### config.mk
export PLATFORM = sky130hd
export DESIGN_NAME = gps_control
export DESIGN_NICKNAME = d
export VERILOG_FILES = /design/src/rtl/core/gps_pkg.sv /design/src/rtl/core/gps_control.sv
export VERILOG_INCLUDE_DIRS = /design/src /design/src/rtl/core
export SDC_FILE = /design/constraint.sdc
export NUM_CORES = 1
export LEC_CHECK = 0
export BUFFER_PORTS_ARGS = -buffer_cell sky130_fd_sc_hd__buf_2
export CAP_MARGIN = 0
export CORE_UTILIZATION = 35
export DETAILED_ROUTE_END_ITERATION = 16
export HOLD_SLACK_MARGIN = 0.03
export PLACE_DENSITY = 0.51
export SLEW_MARGIN = 20
export SYNTH_ARGS = -nofsm -noshare
export SYNTH_HDL_FRONTEND = slang
export SYNTH_SLANG_ARGS = --single-unit
### constraint.sdc
create_clock -name clk -period 4.3 [get_ports clk]
set_clock_uncertainty 0.15 [all_clocks]
set_input_delay 0.43 -clock clk [delete_from_list [all_inputs] [get_ports clk]]
set_output_delay 0.43 -clock clk [all_outputs]
set_load 0.005 [all_outputs]
### src/rtl/core/gillespie_two_class_population_step_unit_assert.svh
// assertion macros for the population step unit
`ifndef GILLESPIE_TWO_CLASS_POPULATION_STEP_UNIT_ASSERT_SVH
`define GILLESPIE_TWO_CLASS_POPULATION_STEP_UNIT_ASSERT_SVH
`ifndef NO_ASSERTIONS
`define GPS_ASSERT_IMP(label, clk, rst_n, ante, cons) \
	label: assert property (@(posedge clk) disable iff (!rst_n) (ante) |-> (cons)) \
	else $error("assertion failed");
`define GPS_ASSERT_NXT(label, clk, rst_n, ante, cons) \
	label: assert property (@(posedge clk) disable iff (!rst_n) (ante) |=> (cons)) \
	else $error("assertion failed");
`else
`define GPS_ASSERT_IMP(label, clk, rst_n, ante, cons)
`define GPS_ASSERT_NXT(label, clk, rst_n, ante, cons)
`endif
`endif

### src/rtl/core/gps_pkg.sv
// ----------------------------------------------------------------------------
// gps_pkg
// types, constants and codes shared by the population step unit
// ----------------------------------------------------------------------------
package gps_pkg;
	localparam int COUNT_BITS_DEF = 32;
	localparam int FRAC_BITS_DEF  = 16;
	localparam int TIME_BITS      = 48;
	localparam int RATE_BITS      = 60;
	localparam int MUL_BITS       = 64;
	localparam int CFG_IDX_BITS   = 3;
	localparam int CFG_DATA_BITS  = 48;

	localparam logic [2:0] EV_BIRTH0 = 3'd0;
	localparam logic [2:0] EV_BIRTH1 = 3'd1;
	localparam logic [2:0] EV_MUT10  = 3'd2;
	localparam logic [2:0] EV_MUT01  = 3'd3;
	localparam logic [2:0] EV_DEATH0 = 3'd4;
	localparam logic [2:0] EV_DEATH1 = 3'd5;
	localparam logic [2:0] EV_START  = 3'd6;
	localparam logic [2:0] EV_NONE   = 3'd7;

	localparam logic [CFG_IDX_BITS-1:0] REG_MU    = 3'd0;
	localparam logic [CFG_IDX_BITS-1:0] REG_SEL   = 3'd1;
	localparam logic [CFG_IDX_BITS-1:0] REG_CAP   = 3'd2;
	localparam logic [CFG_IDX_BITS-1:0] REG_INIT  = 3'd3;
	localparam logic [CFG_IDX_BITS-1:0] REG_TOTAL = 3'd4;

	localparam logic [63:0] LN2_Q32 = 64'd2977044472;

	typedef struct packed {
		logic        start_new;
		logic [31:0] uniform_wait;
		logic [31:0] uniform_pick;
	} in_item_t;

	typedef struct packed {
		logic [2:0]  event_kind;
		logic [31:0] count_class0;
		logic [31:0] count_class1;
		logic [47:0] elapsed_time;
		logic        finished;
		logic        extinct;
	} out_item_t;

	// datapath operations issued by the controller
	typedef enum logic [3:0] {
		OP_IDLE, OP_LOAD, OP_RATE_MUL, OP_DEATH, OP_SUM, OP_LOGN, OP_LOGSQ,
		OP_LNMUL, OP_WAIT, OP_PICK, OP_APPLY, OP_START
	} dp_op_t;

	typedef struct packed {
		dp_op_t     op;
		logic       go;      // start an op (latched operands)
		logic [2:0] sel;     // which rate / step index
	} dp_cmd_t;

	typedef struct packed {
		logic busy;          // multiplier or divider running
		logic live;          // step allowed (not finished)
		logic total_zero;
	} dp_sts_t;
endpackage

### src/rtl/core/gps_control.sv
// ----------------------------------------------------------------------------
// gps_control
// sequencer for one step: rates, log, waiting time, pick, apply
// ----------------------------------------------------------------------------
module gps_control #(
	parameter int FRAC_BITS = gps_pkg::FRAC_BITS_DEF
) (
	input  logic              clk,
	input  logic              arst_n,
	input  logic              in_valid,
	input  logic              in_start_new,
	output logic              in_stall,
	output gps_pkg::dp_cmd_t  cmd,
	input  gps_pkg::dp_sts_t  sts,
	output logic              out_valid,
	input  logic              out_stall
);
	import gps_pkg::*;
	`include "gillespie_two_class_population_step_unit_assert.svh"

	localparam int G = FRAC_BITS + 8;

	typedef enum logic [6:0] {
		S_IDLE = 7'b0000001, S_MUL = 7'b0000010, S_WAITD = 7'b0000100,
		S_SUM = 7'b0001000, S_LOG = 7'b0010000, S_APPLY = 7'b0100000,
		S_OUT = 7'b1000000
	} state_t;

	state_t st_q;
	logic [2:0] sel_q;   // rate index, or 6 = ln mul, 7 = wait div, then pick
	logic [1:0] ph_q;    // log sub phase: 0 normalize, 1 square
	logic [4:0] it_q;
	logic       pick_q;
	logic       take;

	assign take = in_valid && !in_stall;
	assign in_stall = (st_q != S_IDLE);
	assign out_valid = (st_q == S_OUT);

	always_comb begin
		cmd.op = OP_IDLE; cmd.go = 1'b0; cmd.sel = sel_q;
		case (st_q)
			S_IDLE:  if (take) cmd.op = in_start_new ? OP_START : OP_LOAD;
			S_MUL, S_WAITD: begin
				if (pick_q) cmd.op = OP_PICK;
				else if (sel_q <= 3'd3) cmd.op = OP_RATE_MUL;
				else if (sel_q <= 3'd5) cmd.op = OP_DEATH;
				else if (sel_q == 3'd6) cmd.op = OP_LNMUL;
				else cmd.op = OP_WAIT;
				cmd.go = (st_q == S_MUL);
			end
			S_SUM:   cmd.op = OP_SUM;
			S_LOG:   cmd.op = (it_q == '0 && ph_q == 2'd0) ? OP_LOGN : OP_LOGSQ;
			S_APPLY: cmd.op = OP_APPLY;
			default: ;
		endcase
	end

	always_ff @(posedge clk or negedge arst_n) begin
		if (!arst_n) begin
			st_q <= S_IDLE; sel_q <= '0; ph_q <= '0; it_q <= '0; pick_q <= 1'b0;
		end else begin
			case (st_q)
				S_IDLE: if (take) begin
					sel_q <= '0; pick_q <= 1'b0; it_q <= '0; ph_q <= '0;
					if (in_start_new || !sts.live) st_q <= S_OUT;
					else st_q <= S_MUL;
				end
				S_MUL: st_q <= S_WAITD;
				S_WAITD: if (!sts.busy) begin
					// result captured this cycle
					if (pick_q) st_q <= S_APPLY;
					else if (sel_q == 3'd5) st_q <= S_SUM;
					else if (sel_q == 3'd7) begin pick_q <= 1'b1; st_q <= S_MUL; end
					else begin sel_q <= sel_q + 3'd1; st_q <= S_MUL; end
				end
				S_SUM: begin
					st_q <= S_LOG; ph_q <= '0; it_q <= '0;
				end
				S_LOG: begin
					if (sts.total_zero) st_q <= S_OUT;
					else if (ph_q == 2'd0) ph_q <= 2'd1;
					else if (it_q == 5'(G - 1)) begin sel_q <= 3'd6; st_q <= S_MUL; end
					else it_q <= it_q + 5'd1;
				end
				S_APPLY: st_q <= S_OUT;
				S_OUT: if (!out_stall) st_q <= S_IDLE;
				default: st_q <= S_IDLE;
			endcase
		end
	end

	`GPS_ASSERT_IMP(a_no_take_busy, clk, arst_n, st_q != S_IDLE, in_stall)
	`GPS_ASSERT_NXT(a_out_hold, clk, arst_n, out_valid && out_stall, out_valid)
	`GPS_ASSERT_IMP(a_onehot, clk, arst_n, 1'b1, $onehot(st_q))
endmodule

; After elaboration in Yosys (flattened, before gate mapping)
; Index checks and enable logic that the tools add are counted.
[totals]
reg_bits = 18
in_bits = 8
output_inout_bits = 10
elab_cells = 93
[op_classes]
add_sub_neg = 2
magnitude_cmp = 2
n_eq_ne = 25
n_mux = 43
n_reduce_logical = 16
[ops]
columns = op, n
row1 = 7-bit 2-to-1 mux, 7
row2 = 7-bit one-hot mux with 7 select lines, 1
row3 = 4-bit 2-to-1 mux, 7
row4 = 3-bit 2-to-1 mux, 8
row5 = "2-bit != test, second input constant", 11
row6 = 5-bit 2-to-1 mux, 4
row7 = 4-bit one-hot mux with 5 select lines, 1
row8 = 5-bit one-hot mux with 3 select lines, 1
row9 = 5-bit AND reduction, 2
row10 = "3-bit == test, second input constant", 3
row11 = 3-bit one-hot mux with 3 select lines, 1
row12 = 9-bit AND reduction, 1
row13 = 2-bit 2-to-1 mux, 4
row14 = "7-bit by 1-bit == test with 1-bit output, second input constant", 1
row15 = "7-bit by 2-bit == test with 1-bit output, second input constant", 1
row16 = "7-bit by 3-bit == test with 1-bit output, second input constant", 1
row17 = "7-bit by 4-bit == test with 1-bit output, second input constant", 1
row18 = "7-bit by 5-bit == test with 1-bit output, second input constant", 1
row19 = "7-bit by 6-bit == test with 1-bit output, second input constant", 1
row20 = "7-bit == test, second input constant", 1
row21 = "7-bit by 1-bit != test with 1-bit output, second input constant", 1
row22 = 1-bit 2-to-1 mux, 6
row23 = 6-bit 2-to-1 mux, 1
row24 = "3-bit != test, second input constant", 2
row25 = 17 further kinds, 20

; Longest topological paths before layout
; Gate-level depths: netlist (run 1).
[depth]
ltp_word = 6
ltp_mapped = 6
mapped_depth_nobuf = 6

; Least setup slack after synthesis (run 1)
; No wires, ideal clock.
[synth_timing]
path_kind = register to register
startpoint = register sel_q[0]
endpoint = register sel_q[0]
setup_time_ps = 125
t_arrival_ps = 1969
required_time_ps = 4025
setup_slack_ps = 2056
stages_incl_launch_ff = 7
n_path_buf = 0
synth_period_minus_slack_ps = 2244
path_cell_list = dfrtp_1 -> ha_1 -> ha_1 -> a2111oi_0 -> nor4b_2 -> nor4_4 -> mux2_4
[synth_between]
elab_chain_cells = 6
word_cells_on_any_way = 11
classes_between = add/sub (1) / eq/ne (4) / mux (5) / reduce/logical (1)
[synth_rtl]
columns = item, line
row1 = from (decl), gps_control.sv:30  ; logic [2:0] sel_q;
row2 = from (signal assigned), gps_control.sv:61  ; st_q <= S_IDLE; sel_q <= '0; ph_q <= '0; it_q <= '0; pick_q <= 1'b0;
row3 = from (signal assigned), gps_control.sv:65  ; sel_q <= '0; pick_q <= 1'b0; it_q <= '0; ph_q <= '0;
row4 = from (signal assigned), gps_control.sv:75  ; else begin sel_q <= sel_q + 3'd1; st_q <= S_MUL; end
row5 = 3-bit by 1-bit adder with 3-bit output, gps_control.sv:75
row6 = 3-bit 2-to-1 mux, gps_control.sv:74  ; else if (sel_q == 3'd7) begin pick_q <= 1'b1; st_q <= S_MUL; end
row7 = 3-bit 2-to-1 mux, gps_control.sv:73  ; else if (sel_q == 3'd5) st_q <= S_SUM;
row8 = 3-bit 2-to-1 mux, gps_control.sv:72  ; if (pick_q) st_q <= S_APPLY;
row9 = 3-bit 2-to-1 mux, gps_control.sv:70  ; S_WAITD: if (!sts.busy) begin
row10 = 3-bit one-hot mux with 3 select lines, gps_control.sv:63  ; case (st_q)
; Several ways; a longest one is shown, not always the timed one. The select of a mux whose other input is x is not followed.
; A chain may end at the register's enable or synchronous reset.

==> qor.yml, run 1 <==
r2r_end: "sel_q[0]"
grt_usage_pct: 17.92
clk_latency_ns: 0.26
grt_pass1_wl_um: 5575
via_per_inst: 5.489
grt_pass1_vias: 1094
critPathMaxFanout: 8
vdd_drop_max_v: 0.00009844
synth_top_family_by_area: "simple AND/OR/NAND/NOR gates"
synthMuxAreaShare_pct: 3.377
place.gp.congestion: 0.8720
antenna_cells: 0
core-area_um2: 3661
min-delay-start: "sts[2]"
cts_tree: "built"
fillers: 379
ys.flop_type: "dfrtp_1"
period_share_pct: 63.11
htree_levels: 1
period_minus_slack_ns: 2.714
grt_max_degree: 18
route.detailed.drc: 0
pwr-share-comb_pct: 44.1
synthSimpleGateAreaFrac_pct: 32.08
maxCapViolations: 0
wire_per_inst_um: 15.36
final_cells: 219
finalHoldViolations: 0
min_to: "st_q[3]"
final_antenna_net_count: 0
die_h_um: 63.73
clock-sinks: 17
yosysWarnings: 0
io_pins: 18
syn_inst: 154
rsz0062_at_grt: "false"
reg2reg_setup_slack_ns: 1.87
p_int_uw: 362.2
ys_ff_latch: 17
synth-compound-area-share_pct: 17.92
power_density_nw_per_um2: 410.7
setup_viol: 0
synth_area_um2: 1334
nNetsFinal: 187
hold_depth: 2
yosysSeqAreaShare_pct: 31.99
antenna_found_initial: 0
relSlewSlack_pct: 52.91
ctsRootBufferMaster: "clkbuf_8"
placedCellCount: 214
worstSetupPathType: "reg2out"
rr_startpoint: "sel_q[0]"
numCtsBuffers: 3
final_max_slew_viol_count: 0
first_iter_violations: 111
syn-num-nets: 169
fin_setup_tns_ns: 0
drive_gt1_share_pct: 17.54
synth.distinct_cells: 50
worstPathRequired_ns: 3.72
switchingPower_uw: 252.8
start_util_pct: 36.43
p_clk_share_pct: 20.0
cp-end-kind: "output port"
leakage_nw: 0.6585
dieArea_um2: 4062
clock_path_buffers: 2
grt_overflow: 0
tightest_slew_ns: 0.6999
synth-xor-area-share_pct: 1.970
fmax_mhz: 368.5
die_w_um: 63.73
min-delay-path-class: "in2reg"
arrival_ns: 2.13
clkSlewWorstSetupHoldPaths_ns: 0.07
critPathLaunchType: "flip-flop"
synth_edf_count: 0
swShare_pct: 41.11
row_count: 22
synthToLayoutAreaGrowth_pct: 12.29
async_flop_share_pct: 100.0
port_buffers: 17
drt-pass1-iter-count: 4
dr_total_vias: 1202
routed_wl_um: 3363
synth-adder-area-share_pct: 6.567
postCtsSetupBuffers: 0
dp_hpwl_um: 2563
mostFrequentLayoutCell: "buf_2"
seqPwrFrac_pct: 35.9
syn_avg_cell_area_um2: 8.661
worst_r2r_path_depth: 6
mostFrequentLayoutCells: "buf_2, nand2_1, dfrtp_1, nor2_1, o21ai_0"
outcome: "complete, no violations"
final_util_pct: 40.91
-- worst max path at each step --
stage	start	slack [ns]	endpoint
6_report	st_q[5]	1.59	cmd[7]
5_1_grt	st_q[5]	1.35	cmd[7]
4_1_cts	st_q[5]	1.61	cmd[7]
3_5_place_dp	sel_q[0]	1.86	sel_q[0]
3_3_place_gp	sel_q[0]	1.96	sel_q[0]
2_1_floorplan	sel_q[0]	2.06	sel_q[0]
-- power by group through the flow --
| stage | logic (mW) | clock network [mW] | registers, mW |
|---|---|---|---|
| finish | 0.271 | 0.123 | 0.221 |
| global route | 0.298 | 0.135 | 0.226 |
| CTS | 0.273 | 0.129 | 0.220 |
| detailed placement | 0.269 | 0 | 0.223 |
| global placement | 0.273 | 0 | 0.222 |
| floorplan | 0.228 | 0 | 0.196 |
-- synth_stat cells (5+ instances only) --
cell type	n	area [um^2]
o21ai_0	13	65.06
dfrtp_1	16	400.4
inv_1	12	45.04
nand3_1	5	25.02
nor2_1	15	56.30
ha_1	7	87.58
a21oi_1	6	30.03
nand2_1	16	60.06
-- registers in the layout, indices dropped and copies added (netlist names) --
register,flops
st_q,7
it_q,5
sel_q,3
ph_q,1
pick_q,1
-- kinds of logic after synthesis --
family	Yosys count
AND/OR/NAND/NOR	70
AO/OA/AOI/OAI	36
buffers and inverters	17
flip-flops	17
adder cells (fa/ha/maj)	7
multiplexers	4
XOR/XNOR	3
-- timing repair --
action / CTS / global route
gates resized for setup: 0 / 0
hold endpoints to repair: 16 / 0
hold buffers: 1 / 0
-- routing by layer --
metal,part of all wire [%],track usage (%),vias up
met5,0,0,-
met4,1.6,6.818,0
met3,4.4,2.321,5
met2,44,25.40,35
met1,50,27.17,566
li1,-,-,596
-- cell type report --
| cell class | instances | area, um^2 | share of cell area [%] |
|---|---|---|---|
| clock buffers | 4 | 45.04 | 3.008 |
| flip-flops and latches | 17 | 426.7 | 28.49 |
| multi-input cells | 120 | 825.8 | 55.14 |
| inverters | 12 | 45.04 | 3.008 |
| repair buffers | 18 | 95.09 | 6.349 |
| well taps | 48 | 60.06 | 4.010 |
-- worst max-delay path, stage by stage, from the launching register on --
cell,delay [ns]
dfrtp_1,0.48
nor4_2,0.46
nand3_1,0.31
o21ai_0,0.35
o21bai_1,0.16
buf_2,0.12
-- through the flow --
step | power (mW) | instance area (um^2) | hold WS, ns | setup WS, ns
final | 0.6151 | 1498 | 0.2263 | 1.586
after global routing | 0.6588 | 1498 | 0.2219 | 1.346
after CTS | 0.6213 | 1498 | 0.2198 | 1.615
after detailed placement | 0.4918 | 1443 | 0.2464 | 1.862
after global placement | 0.4953 | 1443 | 0.2369 | 1.956
after floorplan | 0.4237 | 1334 | -0.01559 | 2.056
No activity file was read; power rests on OpenSTA's default activity.
==> inputs of run 2 (changes only) <==
--- a/config.mk
+++ b/config.mk
@@ -11,7 +11,7 @@
 export CORE_UTILIZATION = 35
 export DETAILED_ROUTE_END_ITERATION = 16
 export HOLD_SLACK_MARGIN = 0.03
-export PLACE_DENSITY = 0.51
+export PLACE_DENSITY = 0.53
 export SLEW_MARGIN = 20
 export SYNTH_ARGS = -nofsm -noshare
 export SYNTH_HDL_FRONTEND = slang
==> constraint.sdc (replaced) <==
create_clock -name clk -period 2.4 [get_ports clk]
set_clock_uncertainty 0.15 [all_clocks]
set_input_delay 0.24 -clock clk [delete_from_list [all_inputs] [get_ports clk]]
set_output_delay 0.24 -clock clk [all_outputs]
set_load 0.005 [all_outputs]
==> qor.yml, run 2 (synthesized netlist as in run 1, its figures left out) <==
fin_setup_tns_ns: 0  # unchanged
start_util_pct: 36.43  # unchanged
power_density_nw_per_um2: 745.6  # +82%
dr_total_vias: 1241  # +3.2%
leakage_nw: 0.6961  # +5.7%
final_antenna_net_count: 0  # unchanged
grt_max_degree: 18  # unchanged
path_cells: "or4_4 > nor3_2 > a221o_1 > buf_2"
grt_overflow: 0  # unchanged
via_per_inst: 5.516  # +0.49%
drive_gt1_share_pct: 23.16  # +5.6 points
mostFrequentLayoutCell: "buf_2"
grt_usage_pct: 18.91  # +0.99 points
rsz0062_at_grt: "false"
ctsRootBufferMaster: "clkbuf_8"
period_minus_slack_ns: 2.318
reg_top3: "st_q: 7 flops, it_q: 5 flops, sel_q: 3 flops"
fillers: 364  # -4.0%
largest_register_ff_count: 7  # unchanged
outcome: "complete, no violations"
relSlewSlack_pct: 65.46  # +13 points
nNetsFinal: 193  # +3.2%
setup_viol: 0  # unchanged
worstSetupPathType: "reg2out"
cp_num_buf_inv: 1  # unchanged
cp-end-kind: "output port"
row_count: 22  # unchanged
whs_ns: 0.05535  # -0.1710 ns
dieArea_um2: 4062  # unchanged
synthToLayoutAreaGrowth_pct: 17.92
fmax_mhz: 431.4
numCtsBuffers: 3  # unchanged
antenna_found_initial: 0  # unchanged
clk_latency_ns: 0.25  # about the same
die_w_um: 63.73  # unchanged
route.detailed.drc: 0  # unchanged
die_h_um: 63.73  # unchanged
critPathLaunchType: "flip-flop"
placedCellCount: 220  # +2.8%
finalPower_mw: 1.173  # +91%
place.gp.congestion: 0.8546  # -2.0%
final_max_slew_viol_count: 0  # unchanged
routed_wl_um: 3609  # +7.3%
cts_tree: "built"
maxCapViolations: 0  # unchanged
max_stage_delay_ns: 0.62  # +0.14 ns
top_register: "st_q"
dp_hpwl_um: 2733  # +6.6%
final_util_pct: 42.96  # +2.1 points
antenna_cells: 0  # unchanged
vdd_drop_max_v: 0.0003341  # +240%
critPathMaxFanout: 8  # unchanged
grt_pass1_vias: 1207  # +10%
port_buffers: 17  # unchanged
postCtsSetupBuffers: 0  # unchanged
tightest_slew_ns: 0.5109  # -0.1890 ns
period_share_pct: 96.59
grt_pass1_wl_um: 5947  # +6.7%
clock_path_buffers: 2  # unchanged
finalHoldViolations: 0  # unchanged
final_cells: 225  # +2.7%
drt-pass1-iter-count: 4  # unchanged
clkSlewWorstSetupHoldPaths_ns: 0.07  # about the same
wire_per_inst_um: 16.04  # +4.5%
htree_levels: 1  # unchanged
min-delay-path-class: "in2reg"
crit_slowest_cell: "or4_4"
worstPathRequired_ns: 2.01  # -1.71 ns
mostFrequentLayoutCells: "buf_2, nand2_1, dfrtp_1, nor2_1"
clock-sinks: 17  # unchanged
arrival_ns: 1.93  # -0.20 ns
first_iter_violations: 51  # -54%
io_pins: 18  # unchanged
crit_family: "simple AND/OR/NAND/NOR gates"
core-area_um2: 3661  # unchanged
==> run 2: cell count changes in the layout (fill, tap and decap cells not counted), sizes merged <==
cell,delta
buf,+6
==> run 2: final timing paths <==
path | start | to | slack, ns | cells after the start
min in group asynchronous | arst_n | it_q[2] | 0.29 | 2
max in group asynchronous | arst_n | st_q[0] | 1.49 | 2
worst max-delay path | st_q[5] | cmd[5] | 0.08 | 4
worst max register to register | sel_q[0] | sel_q[2] | 0.26 | 7
worst min register to register | it_q[3] | it_q[3] | 0.39 | 1
worst min-delay path | sts[2] | st_q[3] | 0.06 | 2
==> run 2: final cells by class <==
cell class | count | area [um^2] | area share, %
clock buffers | 4 | 45.04 | 2.864
well taps | 48 | 60.06 | 3.819
inverters | 12 | 45.04 | 2.864
repair buffers | 24 | 140.1 | 8.910
multi-input cells | 120 | 854.6 | 54.34
flip-flops and latches | 17 | 427.9 | 27.21
==> run 2: layer usage <==
metal | global-route usage [%] | wire length [um] | vias up
met5 | 0 | 0 | -
met4 | 7.955 | 57 | 0
met3 | 3.929 | 148 | 6
met2 | 30.05 | 1688 | 32
met1 | 24.70 | 1714 | 593
li1 | - | - | 610
==> run 2: where the power goes <==
part	internal [mW]	switching [mW]	leakage [nW]
clock network	0.118	0.105	0.0228
registers	0.316	0.0873	0.231
logic	0.264	0.282	0.442
==> run 2: timing repair <==
item                       in CTS  in global routing
gates resized for setup         0                  8
hold endpoints to repair       16                  0
setup endpoints to repair       0                  7
hold buffers                    1                  0
==> run 2: through the flow <==
stage	cell area, um^2	setup WS (ns)
global placement	1488	0.1344
finish	1573	0.08187
global route	1573	0.01957
CTS	1543	0.02209
detailed placement	1488	0.04239
floorplan	1334	0.1563
==> inputs of run 3 (changes only) <==
--- a/config.mk
+++ b/config.mk
@@ -8,10 +8,10 @@
 export LEC_CHECK = 0
 export BUFFER_PORTS_ARGS = -buffer_cell sky130_fd_sc_hd__buf_2
 export CAP_MARGIN = 0
-export CORE_UTILIZATION = 35
+export CORE_UTILIZATION = 47
 export DETAILED_ROUTE_END_ITERATION = 16
 export HOLD_SLACK_MARGIN = 0.03
-export PLACE_DENSITY = 0.53
+export PLACE_DENSITY = 0.68
 export SLEW_MARGIN = 20
 export SYNTH_ARGS = -nofsm -noshare
 export SYNTH_HDL_FRONTEND = slang
==> qor.yml, run 3 (synthesized netlist as in run 1, its figures left out) <==
outcome: "complete, no violations"
fin_setup_tns_ns: 0  # unchanged
relSlewSlack_pct: 61.33  # -4.1 points
drive_gt1_share_pct: 25.28  # +2.1 points
tightest_slew_ns: 0.5747  # +0.06387 ns
core-area_um2: 2567  # -30%
vdd_drop_max_v: 0.0006185  # +85%
whs_ns: 0.06312  # +0.007777 ns
clock-sinks: 17  # unchanged
dp_hpwl_um: 2550  # -6.7%
cp-end-kind: "output port"
period_share_pct: 95.89  # -0.69 points
first_iter_violations: 54  # +5.9%
grt_pass1_vias: 1243  # +3.0%
die_w_um: 55.27  # -13%
mostFrequentLayoutCells: "buf_2, nand2_1, nor2_1, inv_1, o21ai_0"
synthToLayoutAreaGrowth_pct: 16.32
clkSlewWorstSetupHoldPaths_ns: 0.11  # +0.04 ns
route.detailed.drc: 0  # unchanged
maxCapViolations: 0  # unchanged
clk_latency_ns: 0.30  # +0.05 ns
leakage_nw: 0.6897  # -0.92%
ctsRootBufferMaster: "clkbuf_4"
mostFrequentLayoutCell: "buf_2"
grt_overflow: 0  # unchanged
die_h_um: 55.27  # -13%
numCtsBuffers: 3  # unchanged
dieArea_um2: 3055  # -25%
worstSetupPathType: "reg2out"
finalHoldViolations: 0  # unchanged
critPathLaunchType: "flip-flop"
routed_wl_um: 3391  # -6.0%
nNetsFinal: 194  # +0.52%
antenna_cells: 0  # unchanged
final_antenna_net_count: 0  # unchanged
place.gp.congestion: 0.9061  # +6.0%
grt_max_degree: 18  # unchanged
postCtsSetupBuffers: 0  # unchanged
finalPower_mw: 1.111  # -5.2%
setup_viol: 0  # unchanged
worstPathRequired_ns: 2.01  # about the same
arrival_ns: 1.91  # -0.02 ns
clock_path_buffers: 2  # unchanged
top_register: "st_q"
start_util_pct: 51.95  # +16 points
drt-pass1-iter-count: 4  # unchanged
via_per_inst: 6.106  # +11%
largest_register_ff_count: 7  # unchanged
fmax_mhz: 434.5  # +0.72%
htree_levels: 1  # unchanged
port_buffers: 17  # unchanged
rsz0062_at_grt: "true"
row_count: 18  # -18%
antenna_found_initial: 0  # unchanged
fillers: 238  # -35%
io_pins: 18  # unchanged
wire_per_inst_um: 16.30  # +1.6%
dr_total_vias: 1270  # +2.3%
reg_top3: "st_q: 7 flops, it_q: 5 flops, sel_q: 3 flops"
min-delay-path-class: "in2reg"
critPathMaxFanout: 8  # unchanged
cts_tree: "built"
period_minus_slack_ns: 2.301  # -0.01666 ns
grt_usage_pct: 23.97  # +5.1 points
final_max_slew_viol_count: 0  # unchanged
grt_pass1_wl_um: 5830  # -2.0%
power_density_nw_per_um2: 716.2  # -3.9%
[run 3: changes by cell type in the layout (fill, tap and decap cells not counted), sizes merged]
cell	delta
dlygate4sd3	+1
[run 3: cell type report]
cell class,instances,area [um^2],area share [%]
Multi-Input combinational cell,120,859.6,55.40
Clock buffer,4,26.28,1.694
Inverter,12,45.04,2.903
Tap cell,30,37.54,2.419
Sequential cell,17,432.9,27.90
Timing Repair Buffer,25,150.1,9.677
[run 3: report_power, final]
group / switching [mW] / internal [mW]
Clock: 0.0980 / 0.0648
Combinational: 0.284 / 0.260
Sequential: 0.0865 / 0.319
Total: 0.468 / 0.643
[run 3: critical path: stages, from the launching register on]
cell and delay, ns:
dfrtp_2 0.50, nor4_1 0.57, and2_1 0.24, o21ai_0 0.08
o221ai_1 0.08, buf_2 0.15
[run 3: worst paths after layout]
check,slack [ns],cells past startpoint,to,from
hold reg to reg,0.39,1,it_q[3],it_q[3]
max in group asynchronous,1.55,2,st_q[0],arst_n
setup / recovery,0.1,5,cmd[4],st_q[5]
min in group asynchronous,0.24,2,st_q[4],arst_n
hold / removal,0.06,3,st_q[6],out_stall
setup reg to reg,0.16,6,sel_q[0],sel_q[0]
[run 3: routing by layer]
| layer | share of wire (%) | up-vias | wire (um) | global-route usage, % |
|---|---|---|---|---|
| met4 | 1.6 | 0 | 53 | 9.643 |
| li1 | - | 615 | - | - |
| met1 | 45 | 610 | 1527 | 32.89 |
| met5 | 0 | - | 0 | 0 |
| met2 | 49 | 39 | 1653 | 38.55 |
| met3 | 4.6 | 6 | 157 | 2.576 |
[run 3: through the flow]
stage	instance area (um^2)	setup slack [ns]	utilization (%)	cells
after floorplan	1334	0.1563	-	154
after global placement	1465	0.07730	57.07	202
after detailed placement	1465	0.07652	57.07	202
after CTS	1530	0.006879	59.60	208
after global routing	1551	-0.03393	60.43	208
final	1551	0.09853	60.43	208
[run 3: timing repair]
item / 4_1_cts / 5_1_grt
hold buffers: 2 / 0
pin swaps: 0 / 0
hold endpoints to repair: 18 / 0
setup endpoints to repair: 2 / 6
gates resized for setup: 5 / 8
